[config.mk]
export PLATFORM = sky130hd
export DESIGN_NAME = nearest_palette_color_top
export DESIGN_NICKNAME = d
export VERILOG_FILES = /design/src/npc_pkg.sv /design/src/npc_ctrl.sv /design/src/npc_datapath.sv /design/src/nearest_palette_color_top.sv
export SDC_FILE = /design/constraint.sdc
export NUM_CORES = 1
export LEC_CHECK = 0
export ABC_CLOCK_PERIOD_IN_PS = 15400
export BUFFER_PORTS_ARGS = -buffer_cell sky130_fd_sc_hd__buf_4
export CORE_MARGIN = 3
export CORE_UTILIZATION = 45
export DETAILED_ROUTE_END_ITERATION = 10
export HOLD_SLACK_MARGIN = 0.06
export PLACE_DENSITY = 0.58
export REMOVE_ABC_BUFFERS = 1
export SYNTH_ARGS = -nofsm -noshare
export SYNTH_HDL_FRONTEND = slang
export SYNTH_SLANG_ARGS = --single-unit
[constraint.sdc]
create_clock -name clk -period 15.4 [get_ports clk]
set_input_delay 1.54 -clock clk [delete_from_list [all_inputs] [get_ports clk]]
set_output_delay 1.54 -clock clk [all_outputs]
set_load 0.03 [all_outputs]
[src/npc_pkg.sv]
// Shared constants, codes and control types for the nearest palette color block.
package npc_pkg;

    localparam int PALETTE_DEPTH = 16;
    localparam int INDEX_SPAN    = 16;
    localparam int SIZE_LIMIT    = (PALETTE_DEPTH < INDEX_SPAN) ? PALETTE_DEPTH : INDEX_SPAN;

    localparam int ADDR_W  = $clog2(PALETTE_DEPTH);
    localparam int IDX_W   = 4;
    localparam int COLOR_W = 8;
    localparam int ENTRY_W = 3 * COLOR_W;
    localparam int SQ_W    = 2 * COLOR_W;
    localparam int DIST_W  = 18;
    localparam int SIZE_W  = 5;

    localparam logic CMD_LOAD  = 1'b0;
    localparam logic CMD_PIXEL = 1'b1;

    // Commands from the controller to the datapath.
    typedef struct packed {
        logic             load_we;
        logic             capture_pixel;
        logic             rd_en;
        logic [IDX_W-1:0] rd_idx;
    } npc_cmd_t;

endpackage

[src/npc_ctrl.sv]
// Controller: request acceptance, palette size register and scan sequencing.
module npc_ctrl
(
    input  logic                       clk,
    input  logic                       rst_n,
    input  logic                       start,
    input  logic                       cmd,
    input  logic                       cfg_we,
    input  logic [npc_pkg::SIZE_W-1:0] cfg_wdata,
    output logic                       busy,
    output logic                       done,
    output npc_pkg::npc_cmd_t          dp_cmd
);
    import npc_pkg::*;

    typedef enum logic [4:0] {
        ST_IDLE   = 5'b00001,
        ST_SCAN   = 5'b00010,
        ST_DRAIN1 = 5'b00100,
        ST_DRAIN2 = 5'b01000,
        ST_RESULT = 5'b10000
    } state_t;

    state_t             state_reg, state_next;
    logic [SIZE_W-1:0]  size_reg;
    logic [IDX_W-1:0]   cnt_reg, cnt_next;
    logic [IDX_W-1:0]   last_reg, last_next;
    logic [SIZE_W-1:0]  size_eff;
    logic               accept;

    assign accept = start && (state_reg == ST_IDLE);

    // A size of zero scans entry zero only; large sizes stop at the last nameable entry.
    always_comb
    begin
        size_eff = size_reg;
        if (size_reg == '0)
        begin
            size_eff = SIZE_W'(1);
        end
        if (size_reg > SIZE_W'(SIZE_LIMIT))
        begin
            size_eff = SIZE_W'(SIZE_LIMIT);
        end
    end

    always_comb
    begin
        state_next = state_reg;
        cnt_next   = cnt_reg;
        last_next  = last_reg;
        unique case (state_reg)
            ST_IDLE:
            begin
                if (accept && (cmd == CMD_PIXEL))
                begin
                    state_next = ST_SCAN;
                    cnt_next   = '0;
                    last_next  = IDX_W'(size_eff - SIZE_W'(1));
                end
            end
            ST_SCAN:
            begin
                cnt_next = cnt_reg + IDX_W'(1);
                if (cnt_reg == last_reg)
                begin
                    state_next = ST_DRAIN1;
                end
            end
            ST_DRAIN1: state_next = ST_DRAIN2;
            ST_DRAIN2: state_next = ST_RESULT;
            ST_RESULT: state_next = ST_IDLE;
            default:   state_next = ST_IDLE;
        endcase
    end

    always_ff @(posedge clk or negedge rst_n)
    begin
        if (!rst_n)
        begin
            state_reg <= ST_IDLE;
            cnt_reg   <= '0;
            last_reg  <= '0;
            size_reg  <= SIZE_W'(1);
        end
        else
        begin
            state_reg <= state_next;
            cnt_reg   <= cnt_next;
            last_reg  <= last_next;
            if (cfg_we)
            begin
                size_reg <= cfg_wdata;
            end
        end
    end

    assign busy = (state_reg != ST_IDLE);
    assign done = (state_reg == ST_RESULT);

    assign dp_cmd.load_we       = accept && (cmd == CMD_LOAD);
    assign dp_cmd.capture_pixel = accept && (cmd == CMD_PIXEL);
    assign dp_cmd.rd_en         = (state_reg == ST_SCAN);
    assign dp_cmd.rd_idx        = cnt_reg;

endmodule

[src/npc_datapath.sv]
// Datapath: palette memory, distance pipeline and running minimum.
module npc_datapath
(
    input  logic                        clk,
    input  logic                        rst_n,
    input  npc_pkg::npc_cmd_t           dp_cmd,
    input  logic [npc_pkg::IDX_W-1:0]   entry_index,
    input  logic [npc_pkg::COLOR_W-1:0] red_in,
    input  logic [npc_pkg::COLOR_W-1:0] green_in,
    input  logic [npc_pkg::COLOR_W-1:0] blue_in,
    output logic [npc_pkg::COLOR_W-1:0] red_out,
    output logic [npc_pkg::COLOR_W-1:0] green_out,
    output logic [npc_pkg::COLOR_W-1:0] blue_out,
    output logic [npc_pkg::IDX_W-1:0]   chosen_index,
    output logic [npc_pkg::DIST_W-1:0]  best_distance
);
    import npc_pkg::*;

    logic [ENTRY_W-1:0] palette_mem [PALETTE_DEPTH];

    logic [ENTRY_W-1:0] pixel_reg;
    logic [ENTRY_W-1:0] rd_data_reg;
    logic [IDX_W-1:0]   rd_idx_reg;
    logic               rd_valid_reg;
    logic [DIST_W-1:0]  dist_reg;
    logic [ENTRY_W-1:0] dist_color_reg;
    logic [IDX_W-1:0]   dist_idx_reg;
    logic               dist_valid_reg;
    logic [DIST_W-1:0]  best_dist_reg;
    logic [ENTRY_W-1:0] best_color_reg;
    logic [IDX_W-1:0]   best_idx_reg;

    logic               wr_in_range;
    logic [SQ_W-1:0]    sq_r, sq_g, sq_b;
    logic [DIST_W-1:0]  dist_sum;

    function automatic logic [SQ_W-1:0] sq_diff(input logic [COLOR_W-1:0] a,
                                               input logic [COLOR_W-1:0] b);
        logic [COLOR_W-1:0] d;
        d = (a > b) ? (a - b) : (b - a);
        return SQ_W'(d) * SQ_W'(d);
    endfunction

    assign wr_in_range = (32'(entry_index) < 32'(PALETTE_DEPTH));

    always_ff @(posedge clk)
    begin
        if (dp_cmd.load_we && wr_in_range)
        begin
            palette_mem[ADDR_W'(entry_index)] <= {red_in, green_in, blue_in};
        end
        if (dp_cmd.rd_en)
        begin
            rd_data_reg <= palette_mem[ADDR_W'(dp_cmd.rd_idx)];
        end
    end

    assign sq_r = sq_diff(rd_data_reg[3*COLOR_W-1:2*COLOR_W], pixel_reg[3*COLOR_W-1:2*COLOR_W]);
    assign sq_g = sq_diff(rd_data_reg[2*COLOR_W-1:COLOR_W], pixel_reg[2*COLOR_W-1:COLOR_W]);
    assign sq_b = sq_diff(rd_data_reg[COLOR_W-1:0], pixel_reg[COLOR_W-1:0]);
    assign dist_sum = DIST_W'(sq_r) + DIST_W'(sq_g) + DIST_W'(sq_b);

    always_ff @(posedge clk or negedge rst_n)
    begin
        if (!rst_n)
        begin
            rd_valid_reg   <= 1'b0;
            dist_valid_reg <= 1'b0;
        end
        else
        begin
            rd_valid_reg   <= dp_cmd.rd_en;
            dist_valid_reg <= rd_valid_reg;
        end
    end

    always_ff @(posedge clk)
    begin
        if (dp_cmd.capture_pixel)
        begin
            pixel_reg <= {red_in, green_in, blue_in};
        end
        rd_idx_reg     <= dp_cmd.rd_idx;
        dist_reg       <= dist_sum;
        dist_color_reg <= rd_data_reg;
        dist_idx_reg   <= rd_idx_reg;

        // The all-ones start value exceeds any real distance, so entry zero always wins first.
        if (dp_cmd.capture_pixel)
        begin
            best_dist_reg <= '1;
        end
        else if (dist_valid_reg && (dist_reg < best_dist_reg))
        begin
            best_dist_reg  <= dist_reg;
            best_color_reg <= dist_color_reg;
            best_idx_reg   <= dist_idx_reg;
        end
    end

    assign red_out       = best_color_reg[3*COLOR_W-1:2*COLOR_W];
    assign green_out     = best_color_reg[2*COLOR_W-1:COLOR_W];
    assign blue_out      = best_color_reg[COLOR_W-1:0];
    assign chosen_index  = best_idx_reg;
    assign best_distance = best_dist_reg;

endmodule

[src/nearest_palette_color_top.sv]
// Top level of the nearest palette color block: controller plus datapath.
// A load request is taken in the cycle it is presented and busy stays low after it.
// A pixel request holds busy through the scan, drain and result states; the done strobe
// marks the last of them, and a new request can be taken once busy is low again.
// The scan reads one palette entry per cycle from the memory read port.
// Reset clears the controller and sets the size to one; palette contents stay unknown.
module nearest_palette_color_top
(
    input  logic                        clk,
    input  logic                        rst_n,
    input  logic                        start,
    output logic                        busy,
    output logic                        done,
    input  logic                        cfg_we,
    input  logic [npc_pkg::SIZE_W-1:0]  cfg_wdata,
    input  logic                        cmd,
    input  logic [npc_pkg::IDX_W-1:0]   entry_index,
    input  logic [npc_pkg::COLOR_W-1:0] red_in,
    input  logic [npc_pkg::COLOR_W-1:0] green_in,
    input  logic [npc_pkg::COLOR_W-1:0] blue_in,
    output logic [npc_pkg::COLOR_W-1:0] red_out,
    output logic [npc_pkg::COLOR_W-1:0] green_out,
    output logic [npc_pkg::COLOR_W-1:0] blue_out,
    output logic [npc_pkg::IDX_W-1:0]   chosen_index,
    output logic [npc_pkg::DIST_W-1:0]  best_distance
);
    import npc_pkg::*;

    npc_cmd_t dp_cmd;

    npc_ctrl u_ctrl
    (
        .clk       (clk),
        .rst_n     (rst_n),
        .start     (start),
        .cmd       (cmd),
        .cfg_we    (cfg_we),
        .cfg_wdata (cfg_wdata),
        .busy      (busy),
        .done      (done),
        .dp_cmd    (dp_cmd)
    );

    npc_datapath u_datapath
    (
        .clk           (clk),
        .rst_n         (rst_n),
        .dp_cmd        (dp_cmd),
        .entry_index   (entry_index),
        .red_in        (red_in),
        .green_in      (green_in),
        .blue_in       (blue_in),
        .red_out       (red_out),
        .green_out     (green_out),
        .blue_out      (blue_out),
        .chosen_index  (chosen_index),
        .best_distance (best_distance)
    );

endmodule

==> results.cfg <==
[sta]
clock_skew_ps = 51.23
timing.final.crit_share_pct = 67.79
setup_tns_ps = 0
setup_violations = 0
finalCriticalPeriod_ps = 10440
final_max_slew_viol_count = 0
maxSlewHeadroom_pct = 28.03
tightest_slew_ps = 1078
rsz0062_at_grt = no
fmax_mhz = 95.78
setup_slack_ps = 4960
finalHoldViolations = 0

[die]
die_area_um2 = 64360
core_um2 = 60470
rows = 90
io_pins = 86
start_util_pct = 45.65
dieWidth_um = 253.7
die_y_um = 253.7

[worst_setup_path]
critPathLaunchType = register
reg2reg_to = u_datapath.dist_reg[16]$_DFF_P_
slowest_delay_ps = 550
path_common_cell = fa_1
end_kind = register
rr_startpoint = u_datapath.rd_data_reg[16]$_DFFE_PP_
slowest_stage = xor2_1
path_class = reg -> reg
setup.worst_path.start = u_datapath.rd_data_reg[16]$_DFFE_PP_
critPathMaxFanout = 8
crit_arrival_ps = 10990
rr_worst_depth = 40
cp.required_ps = 15950
rrSetupSlack_ps = 4960
endpoint = u_datapath.dist_reg[16]$_DFF_P_

[clock_network]
clk_path_buf_depth = 3
ctsHoldBuffers = 0
numCtsBuffers = 56
clkLatencyLatePin_ps = 620
h-tree-depth = 2
cts_setup_buffers = 0
cts_tree = yes
clkSinkCount = 548
clkTransAtPathRegs_ps = 60
postCtsResizedCells = 0
ctsRootBufferMaster = clkbuf_16

[synth]
ys_top_cells_by_area = edfxtp_1 50%, fa_1 8.8%, ha_1 7.1%
synth_top_area_share_pct = 50.03
ys_seq_area_share_pct = 56.79
ys.flop_type = edfxtp_1
post-synth-top-count-cell = edfxtp_1
syn_area_um2 = 27610
synth.distinct_cells = 72
ys_warn_count = 0
synth_edf_count = 460
ys_seq_elements = 548
avgSynthCellArea_um2 = 14.04
async_reset_ff_share_pct = 3.650
yosysTopAreaCell = edfxtp_1
syn_inst = 1966
synth_commonest_cells = 460 x edfxtp_1, 253 x inv_1, 156 x ha_1, 122 x fa_1, 97 x nor2_1

[routing]
wire_per_inst_um = 22.11
drc = 0
drt-initial-drc-count = 1107
wl_um = 64320
drtAntennaViolNets = 0
num_vias = 15667
via_per_inst = 5.386
firstDrtPassIters = 5

[worst_hold_path]
worstHoldStart = u_datapath.rd_idx_reg[1]$_DFF_P_
worstHoldPathType = reg -> reg

[final_layout]
antenna_cells = 0
largest_register_ffs = 384
drive_gt1_share_pct = 16.31
top_register = u_datapath.palette_mem
nets = 2396
syn2layout_area_growth_pct = 13.16
post-route-util_pct = 51.66
stdcell_count = 2909

[global_routing]
antenna_found_initial = 1
grt_pass1_vias = 16335
overflow = 0
grt_pass1_wl_um = 98340
grt_usage_pct = 20.34
grt_max_degree = 53

[place]
io_buffers = 85
post-place-cells = 2804
globalplace.congestion = 0.8744
dp_hpwl_um = 40860
pre_cts_ws_ps = 4942

[flow_run]
maxCapViolations = 0

[status]
status = complete, no violations
-- cell families after synthesis --
logic type	Yosys count	synth area share, %
DFF	548	56.79
adders and majority gates	278	15.92
muxes	168	8.443
buffers and inverters	316	4.428
AOI/OAI and AO/OA	296	7.211
and+or+nand+nor	299	5.049
xor gates and xnor gates	61	2.166
-- placed cells by master, fill, tap and decap left out, types with 28 or more instances in the layout --
cell type,netlist,layout
edfxtp_1,460,460
inv_1,253,253
ha_1,156,156
fa_1,122,122
buf_4,1,115
mux2i_1,94,94
nand2_1,92,92
nor2_1,97,84
a21oi_1,77,77
o21ai_0,68,68
dfxtp_1,68,68
clkbuf_16,0,58
mux4_2,48,48
xnor2_1,34,34
a21o_1,28,28
-- worst min-delay path by stage --
stage / end / slack [ps] / cells past startpoint
6_report: u_datapath.dist_idx_reg[1]$_DFF_P_ / 330 / 0
3_3_place_gp: u_datapath.dist_idx_reg[0]$_DFF_P_ / 310 / 0
5_1_grt: u_datapath.dist_idx_reg[0]$_DFF_P_ / 330 / 0
3_5_place_dp: u_datapath.dist_idx_reg[0]$_DFF_P_ / 310 / 0
2_1_floorplan: u_datapath.dist_idx_reg[0]$_DFF_P_ / 310 / 0
4_1_cts: u_datapath.dist_idx_reg[0]$_DFF_P_ / 330 / 0
-- routing by layer --
metal	global-route usage, %	share of wire [%]
met5	0	0
met4	6.242	2.7
met3	2.231	3.7
met2	35.08	50
met1	27.30	44
-- area by class of cell --
cell class	count	area (um2)
timing repair buffer	115	863.3
clock inverter	34	416.7
inverter	257	964.7
sequential	548	15680
clock buffer	71	1560
multi-input combinational	1102	10770
tap	782	978.4
fill	5080	29230
-- critical path: cells and delay by family, from the launching register on --
kind,cells,cell delay [ps]
flip-flops,1,370
adder cells (fa/ha/maj),14,5750
multiplexers,1,280
AND/OR/NAND/NOR,2,280
buffers and inverters,10,760
XOR/XNOR,3,930
AO/OA/AOI/OAI,10,1990
-- through the flow --
| step | hold slack [ps] | cell area [um2] |
|---|---|---|
| floorplan | 309.6 | 27350 |
| global placement | 314.2 | 29260 |
| detailed placement | 312.1 | 29260 |
| CTS | 326.8 | 31240 |
| global route | 328.1 | 31240 |
| finish | 327.2 | 31240 |
Power is left out: the tool's default activity adds up to more than one toggle a clock period on the data nets, which glitch-free logic cannot reach.
